==> config.mk <==
export PLATFORM = sky130hd
export DESIGN_NAME = gregorian_date_distance_unit_flat
export DESIGN_NICKNAME = d
export VERILOG_FILES = /design/src/gdd_pkg.sv /design/src/gdd_if.sv /design/src/gdd_order.sv /design/src/gdd_calendar.sv /design/src/gdd_sum.sv /design/src/gregorian_date_distance_unit.sv /design/src/flat_wrapper.sv
export SDC_FILE = /design/constraint.sdc
export NUM_CORES = 2
export LEC_CHECK = 0
export BUFFER_PORTS_ARGS = -buffer_cell sky130_fd_sc_hd__buf_2
export CAP_MARGIN = 25
export CORE_ASPECT_RATIO = 1.75
export CORE_UTILIZATION = 50
export DETAILED_ROUTE_END_ITERATION = 6
export PLACE_DENSITY = 0.69
export SLEW_MARGIN = 40
export SYNTH_ARGS = -nofsm -noshare
export SYNTH_HDL_FRONTEND = slang
export SYNTH_HIERARCHICAL = 1
export SYNTH_SLANG_ARGS = --single-unit
==> constraint.sdc <==
create_clock -name clock -period 19.3 [get_ports clock]
set_clock_uncertainty 0.05 [all_clocks]
set_input_delay 0 -clock clock [delete_from_list [all_inputs] [get_ports clock]]
set_output_delay 0 -clock clock [all_outputs]
set_load 0.005 [all_outputs]
==> src/gdd_pkg.sv <==
package gdd_pkg;

   // Field widths of one transaction.
   localparam int YEAR_W  = 14;
   localparam int MONTH_W = 4;
   localparam int DAY_W   = 5;
   localparam int DIST_W  = 22;

   // Calendar constants.
   localparam logic [YEAR_W-1:0] MAX_YEAR      = YEAR_W'(9999);
   localparam int                DAYS_PER_YEAR = 365;
   localparam int                MONTH_MAR     = 3;
   localparam int                MONTH_DEC     = 12;

   // Widths of the intermediate values.
   localparam int YEAR_P_W = YEAR_W + 1;   // year plus a small offset
   localparam int Q100_W   = 7;            // quotient of a year by 100
   localparam int Q400_W   = 5;            // quotient of a year by 400
   localparam int LEAPS_W  = 12;           // leap years below a year
   localparam int DOY_W    = 9;            // day of year
   localparam int REST_W   = 14;           // signed sum of the small terms
   localparam int TOTAL_W  = DIST_W + 2;   // signed full distance

   // Division by 100 and 400 as a multiplication by a scaled reciprocal.
   // Both are exact for every dividend below 2^15.
   localparam int PROD_W     = 30;
   localparam int RECIP_100  = 10486;
   localparam int SHIFT_100  = 20;
   localparam int RECIP_400  = 10486;
   localparam int SHIFT_400  = 22;

   localparam logic [DIST_W-1:0] DIST_MAX = {DIST_W{1'b1}};

   // Days in the months before a given month; codes outside 1..12 have none.
   localparam logic [DOY_W-1:0] MONTHS_BEFORE [16] = '{
      9'd0, 9'd0, 9'd31, 9'd59, 9'd90, 9'd120, 9'd151, 9'd181,
      9'd212, 9'd243, 9'd273, 9'd304, 9'd334, 9'd0, 9'd0, 9'd0
   };

   // Load enables of two consecutive pipeline stages inside one unit.
   typedef struct packed {
      logic first;
      logic second;
   } gdd_stage_en_type;

endpackage

==> src/gdd_if.sv <==
interface gdd_req_if import gdd_pkg::*; ();
   logic               valid;
   logic               ready;
   logic [YEAR_W-1:0]  year_a;
   logic [MONTH_W-1:0] month_a;
   logic [DAY_W-1:0]   day_a;
   logic [YEAR_W-1:0]  year_b;
   logic [MONTH_W-1:0] month_b;
   logic [DAY_W-1:0]   day_b;

   modport source (output valid, year_a, month_a, day_a, year_b, month_b, day_b,
                   input ready);
   modport sink (input valid, year_a, month_a, day_a, year_b, month_b, day_b,
                 output ready);
endinterface

interface gdd_rsp_if import gdd_pkg::*; ();
   logic              valid;
   logic              ready;
   logic [DIST_W-1:0] day_distance;

   modport source (output valid, day_distance, input ready);
   modport sink (input valid, day_distance, output ready);
endinterface

==> src/gdd_order.sv <==
module gdd_order import gdd_pkg::*; (
   input  logic               clock,
   input  logic               en,
   input  logic [YEAR_W-1:0]  year_a,
   input  logic [MONTH_W-1:0] month_a,
   input  logic [DAY_W-1:0]   day_a,
   input  logic [YEAR_W-1:0]  year_b,
   input  logic [MONTH_W-1:0] month_b,
   input  logic [DAY_W-1:0]   day_b,
   output logic [YEAR_W-1:0]  later_year,
   output logic [MONTH_W-1:0] later_month,
   output logic [DAY_W-1:0]   later_day,
   output logic [YEAR_W-1:0]  earlier_year,
   output logic [MONTH_W-1:0] earlier_month,
   output logic [DAY_W-1:0]   earlier_day
);

   logic [YEAR_W-1:0]  ya_clamp, yb_clamp;
   logic               a_later;
   logic [YEAR_W-1:0]  l_year_in, e_year_in, l_year_ff, e_year_ff;
   logic [MONTH_W-1:0] l_month_in, e_month_in, l_month_ff, e_month_ff;
   logic [DAY_W-1:0]   l_day_in, e_day_in, l_day_ff, e_day_ff;

   // Clamp both years, then order the dates as year, month, day.
   always_comb begin
      ya_clamp = (year_a > MAX_YEAR) ? MAX_YEAR : year_a;
      yb_clamp = (year_b > MAX_YEAR) ? MAX_YEAR : year_b;
      a_later  = {ya_clamp, month_a, day_a} > {yb_clamp, month_b, day_b};
      if (a_later) begin
         l_year_in = ya_clamp; l_month_in = month_a; l_day_in = day_a;
         e_year_in = yb_clamp; e_month_in = month_b; e_day_in = day_b;
      end else begin
         l_year_in = yb_clamp; l_month_in = month_b; l_day_in = day_b;
         e_year_in = ya_clamp; e_month_in = month_a; e_day_in = day_a;
      end
   end

   always_ff @(posedge clock) begin
      if (en) begin
         l_year_ff  <= l_year_in;
         l_month_ff <= l_month_in;
         l_day_ff   <= l_day_in;
         e_year_ff  <= e_year_in;
         e_month_ff <= e_month_in;
         e_day_ff   <= e_day_in;
      end
   end

   assign later_year    = l_year_ff;
   assign later_month   = l_month_ff;
   assign later_day     = l_day_ff;
   assign earlier_year  = e_year_ff;
   assign earlier_month = e_month_ff;
   assign earlier_day   = e_day_ff;

endmodule

==> src/gdd_calendar.sv <==
module gdd_calendar import gdd_pkg::*; (
   input  logic               clock,
   input  gdd_stage_en_type   en,
   input  logic [YEAR_W-1:0]  year,
   input  logic [MONTH_W-1:0] month,
   input  logic [DAY_W-1:0]   day,
   output logic [YEAR_W-1:0]  year_out,
   output logic [LEAPS_W-1:0] leaps_below,
   output logic [DOY_W-1:0]   day_of_year
);

   logic [PROD_W-1:0]  p100c, p100f, p400c, p400f;
   logic [Q100_W-1:0]  q100c_in, q100f_in, q100c_ff, q100f_ff;
   logic [Q400_W-1:0]  q400c_in, q400f_in, q400c_ff, q400f_ff;
   logic [YEAR_W-1:0]  year_a_ff, year_b_ff;
   logic [MONTH_W-1:0] month_ff;
   logic [DAY_W-1:0]   day_ff;

   logic [YEAR_P_W-1:0] c4;
   logic [YEAR_P_W-1:0] leaps_wide;
   logic                leap;
   logic [LEAPS_W-1:0]  leaps_in, leaps_ff;
   logic [DOY_W-1:0]    doy_in, doy_ff;

   // First stage: rounded-up and rounded-down quotients by 100 and 400.
   always_comb begin
      p100c = (PROD_W'(year) + PROD_W'(99))  * PROD_W'(RECIP_100);
      p100f =  PROD_W'(year)                 * PROD_W'(RECIP_100);
      p400c = (PROD_W'(year) + PROD_W'(399)) * PROD_W'(RECIP_400);
      p400f =  PROD_W'(year)                 * PROD_W'(RECIP_400);
      q100c_in = p100c[SHIFT_100 +: Q100_W];
      q100f_in = p100f[SHIFT_100 +: Q100_W];
      q400c_in = p400c[SHIFT_400 +: Q400_W];
      q400f_in = p400f[SHIFT_400 +: Q400_W];
   end

   always_ff @(posedge clock) begin
      if (en.first) begin
         q100c_ff  <= q100c_in;
         q100f_ff  <= q100f_in;
         q400c_ff  <= q400c_in;
         q400f_ff  <= q400f_in;
         year_a_ff <= year;
         month_ff  <= month;
         day_ff    <= day;
      end
   end

   // Second stage: leap years below the year, leap flag and day of year.
   // A year divides by 100 exactly when both roundings agree; same for 400.
   always_comb begin
      c4         = (YEAR_P_W'(year_a_ff) + YEAR_P_W'(3)) >> 2;
      leaps_wide = c4 - YEAR_P_W'(q100c_ff) + YEAR_P_W'(q400c_ff);
      leaps_in   = leaps_wide[LEAPS_W-1:0];
      leap       = ((year_a_ff[1:0] == 2'b00) && (q100c_ff != q100f_ff))
                   || (q400c_ff == q400f_ff);
      doy_in     = DOY_W'(day_ff) + MONTHS_BEFORE[month_ff];
      if (leap && (month_ff >= MONTH_W'(MONTH_MAR)) && (month_ff <= MONTH_W'(MONTH_DEC))) begin
         doy_in = doy_in + DOY_W'(1);
      end
   end

   always_ff @(posedge clock) begin
      if (en.second) begin
         leaps_ff  <= leaps_in;
         doy_ff    <= doy_in;
         year_b_ff <= year_a_ff;
      end
   end

   assign year_out    = year_b_ff;
   assign leaps_below = leaps_ff;
   assign day_of_year = doy_ff;

endmodule

==> src/gdd_sum.sv <==
module gdd_sum import gdd_pkg::*; (
   input  logic               clock,
   input  gdd_stage_en_type   en,
   input  logic [YEAR_W-1:0]  later_year,
   input  logic [LEAPS_W-1:0] later_leaps,
   input  logic [DOY_W-1:0]   later_doy,
   input  logic [YEAR_W-1:0]  earlier_year,
   input  logic [LEAPS_W-1:0] earlier_leaps,
   input  logic [DOY_W-1:0]   earlier_doy,
   output logic [DIST_W-1:0]  distance
);

   logic [YEAR_W-1:0]        year_diff;
   logic [DIST_W-1:0]        years_in, years_ff;
   logic signed [REST_W-1:0] rest_in, rest_ff;
   logic signed [TOTAL_W-1:0] total;
   logic [DIST_W-1:0]        dist_in, dist_ff;

   // First stage: whole years times 365, and the small correction terms.
   always_comb begin
      year_diff = later_year - earlier_year;
      years_in  = DIST_W'(year_diff * DIST_W'(DAYS_PER_YEAR));
      rest_in   = $signed(REST_W'(later_leaps)) - $signed(REST_W'(earlier_leaps))
                + $signed(REST_W'(later_doy)) - $signed(REST_W'(earlier_doy));
   end

   always_ff @(posedge clock) begin
      if (en.first) begin
         years_ff <= years_in;
         rest_ff  <= rest_in;
      end
   end

   // Second stage: final add and saturation to the output range.
   always_comb begin
      total = $signed(TOTAL_W'(years_ff)) + TOTAL_W'(rest_ff);
      priority if (total < 0) begin
         dist_in = '0;
      end else if (total > $signed(TOTAL_W'(DIST_MAX))) begin
         dist_in = DIST_MAX;
      end else begin
         dist_in = total[DIST_W-1:0];
      end
   end

   always_ff @(posedge clock) begin
      if (en.second) begin
         dist_ff <= dist_in;
      end
   end

   assign distance = dist_ff;

endmodule

==> src/gregorian_date_distance_unit.sv <==
// Days between two Gregorian dates. Each request transaction carries two dates
// in either order; the response transaction gives the absolute number of days
// between them. Years above 9999 are treated as 9999, year zero counts as a
// leap year, and a month code outside 1..12 contributes no preceding months.
// The unit is a five-stage pipeline: ordering, reciprocal division of the
// years, leap count and day of year, year product, final sum. It takes one
// transaction per cycle while req.ready is high. A result is offered once it
// reaches the last stage, and it leaves when the response side is ready.
// The last stage is the output register, so req.ready drops only when every
// stage holds an item and the response side is stalled.
module gregorian_date_distance_unit import gdd_pkg::*; (
   input logic       clock,
   input logic       reset,
   gdd_req_if.sink   req,
   gdd_rsp_if.source rsp
);

   localparam int STAGES = 5;

   logic [STAGES:1]   vld_ff, vld_in;
   logic [STAGES+1:1] rdy;

   logic [YEAR_W-1:0]  l_year1, e_year1, l_year3, e_year3;
   logic [MONTH_W-1:0] l_month1, e_month1;
   logic [DAY_W-1:0]   l_day1, e_day1;
   logic [LEAPS_W-1:0] l_leaps3, e_leaps3;
   logic [DOY_W-1:0]   l_doy3, e_doy3;

   gdd_stage_en_type cal_en, sum_en;

   // Each stage loads when it is empty or its successor moves on.
   always_comb begin
      rdy[STAGES+1] = rsp.ready;
      for (int k = STAGES; k >= 1; k--) begin
         rdy[k] = !vld_ff[k] || rdy[k+1];
      end
      vld_in[1] = rdy[1] ? req.valid : vld_ff[1];
      for (int k = 2; k <= STAGES; k++) begin
         vld_in[k] = rdy[k] ? vld_ff[k-1] : vld_ff[k];
      end
   end

   always_ff @(posedge clock) begin
      if (reset) begin
         vld_ff <= '0;
      end else begin
         vld_ff <= vld_in;
      end
   end

   assign cal_en.first  = rdy[2];
   assign cal_en.second = rdy[3];
   assign sum_en.first  = rdy[4];
   assign sum_en.second = rdy[5];

   assign req.ready = rdy[1];
   assign rsp.valid = vld_ff[STAGES];

   gdd_order u_order (
      .clock         (clock),
      .en            (rdy[1]),
      .year_a        (req.year_a),
      .month_a       (req.month_a),
      .day_a         (req.day_a),
      .year_b        (req.year_b),
      .month_b       (req.month_b),
      .day_b         (req.day_b),
      .later_year    (l_year1),
      .later_month   (l_month1),
      .later_day     (l_day1),
      .earlier_year  (e_year1),
      .earlier_month (e_month1),
      .earlier_day   (e_day1)
   );

   gdd_calendar u_cal_later (
      .clock       (clock),
      .en          (cal_en),
      .year        (l_year1),
      .month       (l_month1),
      .day         (l_day1),
      .year_out    (l_year3),
      .leaps_below (l_leaps3),
      .day_of_year (l_doy3)
   );

   gdd_calendar u_cal_earlier (
      .clock       (clock),
      .en          (cal_en),
      .year        (e_year1),
      .month       (e_month1),
      .day         (e_day1),
      .year_out    (e_year3),
      .leaps_below (e_leaps3),
      .day_of_year (e_doy3)
   );

   gdd_sum u_sum (
      .clock         (clock),
      .en            (sum_en),
      .later_year    (l_year3),
      .later_leaps   (l_leaps3),
      .later_doy     (l_doy3),
      .earlier_year  (e_year3),
      .earlier_leaps (e_leaps3),
      .earlier_doy   (e_doy3),
      .distance      (rsp.day_distance)
   );

endmodule

==> src/flat_wrapper.sv <==
// flat-port wrapper written by rule: the top's interface ports become plain ports
module gregorian_date_distance_unit_flat import gdd_pkg::*;
  (clock, reset, req_valid, req_year_a, req_month_a, req_day_a, req_year_b, req_month_b, req_day_b, req_ready, rsp_valid, rsp_day_distance, rsp_ready);
  gdd_req_if req_i ();
  gdd_rsp_if rsp_i ();
  input logic clock;
  input logic reset;
  input wire logic [$bits(req_i.valid)-1:0] req_valid;
  input wire logic [$bits(req_i.year_a)-1:0] req_year_a;
  input wire logic [$bits(req_i.month_a)-1:0] req_month_a;
  input wire logic [$bits(req_i.day_a)-1:0] req_day_a;
  input wire logic [$bits(req_i.year_b)-1:0] req_year_b;
  input wire logic [$bits(req_i.month_b)-1:0] req_month_b;
  input wire logic [$bits(req_i.day_b)-1:0] req_day_b;
  output wire logic [$bits(req_i.ready)-1:0] req_ready;
  output wire logic [$bits(rsp_i.valid)-1:0] rsp_valid;
  output wire logic [$bits(rsp_i.day_distance)-1:0] rsp_day_distance;
  input wire logic [$bits(rsp_i.ready)-1:0] rsp_ready;
  assign req_i.valid = req_valid;
  assign req_i.year_a = req_year_a;
  assign req_i.month_a = req_month_a;
  assign req_i.day_a = req_day_a;
  assign req_i.year_b = req_year_b;
  assign req_i.month_b = req_month_b;
  assign req_i.day_b = req_day_b;
  assign req_ready = req_i.ready;
  assign rsp_valid = rsp_i.valid;
  assign rsp_day_distance = rsp_i.day_distance;
  assign rsp_i.ready = rsp_ready;
  gregorian_date_distance_unit u_core (.clock(clock), .reset(reset), .req(req_i), .rsp(rsp_i));
endmodule
==> impl_metrics.env <==
export IMPL_seq_area_um2=7850
export IMPL_ys_warn_count=6
export IMPL_hpwl_mm=73.3
export IMPL_vias=26200
export IMPL_finalMaxSlewViolations=0
export IMPL_wl_met2_mm=48.2
export IMPL_synthTopCellsByArea="ha_1 25%, fa_1 23%, edfxtp_1 20%, inv_1 9.5%, xnor2_1 4.5%"
export IMPL_synth_seq_cells=263
export IMPL_drc=0
export IMPL_crit_type="reg -> reg"
export IMPL_synth_top_area_share_pct=25.3
export IMPL_grt_pass1_vias=28800
export IMPL_r2r_start="u_core/u_order/later_year[0]"
export IMPL_drt_iter0_markers=902
export IMPL_hold_start="req_year_b[1]"
export IMPL_placedCellCount=4933
export IMPL_m1WireLength_mm=30.6
export IMPL_grt_util_all_layers_pct=21.8
export IMPL_hold_viol=0
export IMPL_htreeDepth=1
export IMPL_die_area_um2=80500
export IMPL_crit_path_start_kind="register"
export IMPL_critPathMaxStageDelay_ps=710
export IMPL_synth_edf_count=258
export IMPL_tns_ps=0
export IMPL_cts_buffers=30
export IMPL_r2r_worst_path_cells=24
export IMPL_gp_congestion=0.933
export IMPL_wl_met3_mm=2.00
export IMPL_endpoint_kind="register"
export IMPL_synth_flop_cell="edfxtp_1"
export IMPL_fp_dieH_um=375
export IMPL_final_min_clock_period_ps=7680
export IMPL_cts_repair_resized=0
export IMPL_rows=136
export IMPL_fillers=6924
export IMPL_drtPass1Iterations=4
export IMPL_drt_wl_total_mm=84.9
export IMPL_ant_nets=0
export IMPL_timing_rr_end="u_core/u_cal_later/q100c_ff[5]"
export IMPL_utilization_pct=54.9
export IMPL_hold_class="in -> reg"
export IMPL_slew_headroom_pct=44.5
export IMPL_start_util_pct=50.4
export IMPL_fmax_mhz=130
export IMPL_finalSetupViolations=0
export IMPL_arrival_ps=7950
export IMPL_top_layer="met4"
export IMPL_timing_reg2reg_setup_slack_ps=11620
export IMPL_routed_via_density=5.18
export IMPL_cp_max_fo=11
export IMPL_synthToLayoutAreaGrowth_pct=8.78
export IMPL_drive_gt1_share_pct=5.98
export IMPL_core_area_um2=78600
export IMPL_cts_tree="built"
export IMPL_synth_nets=5133
export IMPL_hold_path_end="u_core/u_order/later_year[1]"
export IMPL_clock_path_buffers=3
export IMPL_grt_max_degree=72
export IMPL_crit_path_frequent_cell="inv_1"
export IMPL_cp_data_required_time_ps=19580
export IMPL_drv_cap=0
export IMPL_status="finished clean"
export IMPL_yosys_area_top_type="ha_1"
export IMPL_port_buffers=73
export IMPL_path_cells="inv_1, ha_1, nor2b_1, a21oi_1, o21bai_1, nand3_1, xnor2_1, inv_1, fa_1, inv_1, ha_1, fa_1, fa_1, inv_1, fa_1, inv_1, ha_1, nand2_1, nor3_1, inv_1, o311ai_2, a311o_1, a21oi_2, xnor2_1"
export IMPL_critPathTopFamily="adder cells"
export IMPL_syn_cell_area_um2=39700
export IMPL_dieWidth_um=215
export IMPL_avgRoutedWirePerCell_um=16.8
export IMPL_syn_inst=3832
export IMPL_ios=74
export IMPL_root_buffer="clkbuf_16"
export IMPL_insertion_delay_ps=580
export IMPL_path_clk_slew_ps=60
export IMPL_cp_num_buf_inv=6
export IMPL_post_route_period_util_pct=39.8
export IMPL_stdcell_count=5065
export IMPL_cp_num_cells=24
export IMPL_synth_async_reset_ratio_pct=0
export IMPL_syn_avg_cell_area_um2=10.3
export IMPL_rsz0062_at_grt="no"
export IMPL_cts_sinks=263
export IMPL_grt_pass1_wl_mm=140
export IMPL_hold_depth=4
export IMPL_yosysSeqAreaShare_pct=19.8
export IMPL_grt_antenna_before_repair=0
export IMPL_antenna_cells=0
export IMPL_tightest_slew_ps=832
export IMPL_grt_overflow=0
export IMPL_multiInputGateArea_um2=28000
export IMPL_final_nets=5307
export IMPL_crit_path_top_delay_cell="edfxtp_1"
export IMPL_yosysUniqueCellTypes=105
[worst max path at each step]
| stage | from | endpoint | slack (ps) |
|---|---|---|---|
| 6_report | u_core/u_order/later_year[0] | u_core/u_cal_later/q100c_ff[5] | 11620 |
| 5_1_grt | u_core/u_order/later_year[0] | u_core/u_cal_later/q100c_ff[5] | 11080 |
| 4_1_cts | u_core/u_order/later_year[0] | u_core/u_cal_later/q100c_ff[5] | 11570 |
| 3_5_place_dp | u_core/u_order/later_year[0] | u_core/u_cal_later/q100c_ff[5] | 11600 |
| 3_3_place_gp | u_core/u_order/later_year[0] | u_core/u_cal_later/q100c_ff[5] | 11770 |
| 2_1_floorplan | u_core/u_order/earlier_year[0] | u_core/u_cal_earlier/q100c_ff[5] | 12360 |
[cell usage in the layout, fill, tap and decap left out, types with 25 or more instances in the layout]
master,n
a21oi_1,138
clkbuf_16,31
nand4_1,25
xor2_1,91
xnor2_1,201
nor3_1,32
mux2i_1,36
nor2b_1,32
ha_1,803
dlygate4sd3_1,76
edfxtp_1,258
fa_1,448
o21ai_0,66
nand3_1,60
buf_2,73
a21o_1,62
nand2_1,106
nor2_1,112
inv_1,999
[worst reg2reg max path: cells and delay by family (launching register included)]
family / cells / cell delay [ps]
flops: 1 / 710
xor+xnor: 2 / 650
buf+inv: 6 / 850
compound gates: 5 / 1290
simple gates: 4 / 740
fa+ha+maj: 7 / 3120
[cell usage after synthesis, drive strengths merged, types with 20 or more instances]
cell	instances
nor2b	32
nand2	109
mux2i	36
a21o	63
ha	803
inv	1002
nand4	25
nor3	32
a21oi	149
xnor2	210
o21bai	20
o21ai	84
edfxtp	258
xor2	92
nor2	114
fa	448
and3	20
nand3	62
mux2	20
[cell families after synthesis]
logic type | share of synthesized area (%)
xor gates and xnor gates | 6.84
AOI/OAI and AO/OA | 7.92
buffers and inverters | 9.91
DFF | 19.8
and+or+nand+nor | 5.92
muxes | 1.68
adders and majority gates | 47.9
[area by class of cell]
class	count	area share [%]
clock inverters	20	0.455
clock buffers	36	1.84
inverters	1002	8.72
multi-input cells	2540	64.8
flip-flops and latches	263	18.2
repair buffers	169	2.98
well taps	1035	3.00
[layer usage]
layer	track usage, %	vias to the layer above
met3	1.61	202
met2	44.4	409
met5	0	-
met1	22.1	12800
li1	-	12800
met4	9.96	0
[stage by stage]
| stage | area [um^2] | worst slack [ps] | hold slack (ps) |
|---|---|---|---|
| floorplan | 39700 | 12360 | 12.4 |
| global placement | 41300 | 11770 | 193 |
| detailed placement | 41400 | 11600 | 207 |
| CTS | 43100 | 11570 | 30.7 |
| global route | 43100 | 11080 | 76.2 |
| finish | 43100 | 11620 | 66.0 |
[repair_timing]
item                      in CTS  in global routing
setup buffers                  0                  0
hold endpoints to repair      50                  0
hold buffers                  76                  0
[registers in the layout (all words and copies together) (netlist names), 7 cells and up]
name / flops
u_core/u_order/later_year: 14
u_core/u_cal_earlier/day_of_year: 9
u_core/u_cal_earlier/year_out: 14
u_core/u_sum/rest_ff: 14
u_core/u_cal_earlier/q100f_ff: 7
u_core/u_cal_later/year_out: 14
u_core/u_cal_later/leaps_below: 12
u_core/u_cal_later/day_of_year: 9
u_core/u_order/earlier_year: 14
u_core/u_cal_earlier/leaps_below: 12
u_core/u_cal_earlier/q100c_ff: 7
u_core/u_sum/distance: 22
u_core/u_cal_later/q100f_ff: 7
u_core/u_sum/years_ff: 22
u_core/u_cal_later/year_a_ff: 14
u_core/u_cal_earlier/year_a_ff: 14
u_core/u_cal_later/q100c_ff: 7
Power is left out: the tool's default activity adds up to more than one toggle a clock period on the data nets, which glitch-free logic cannot reach.
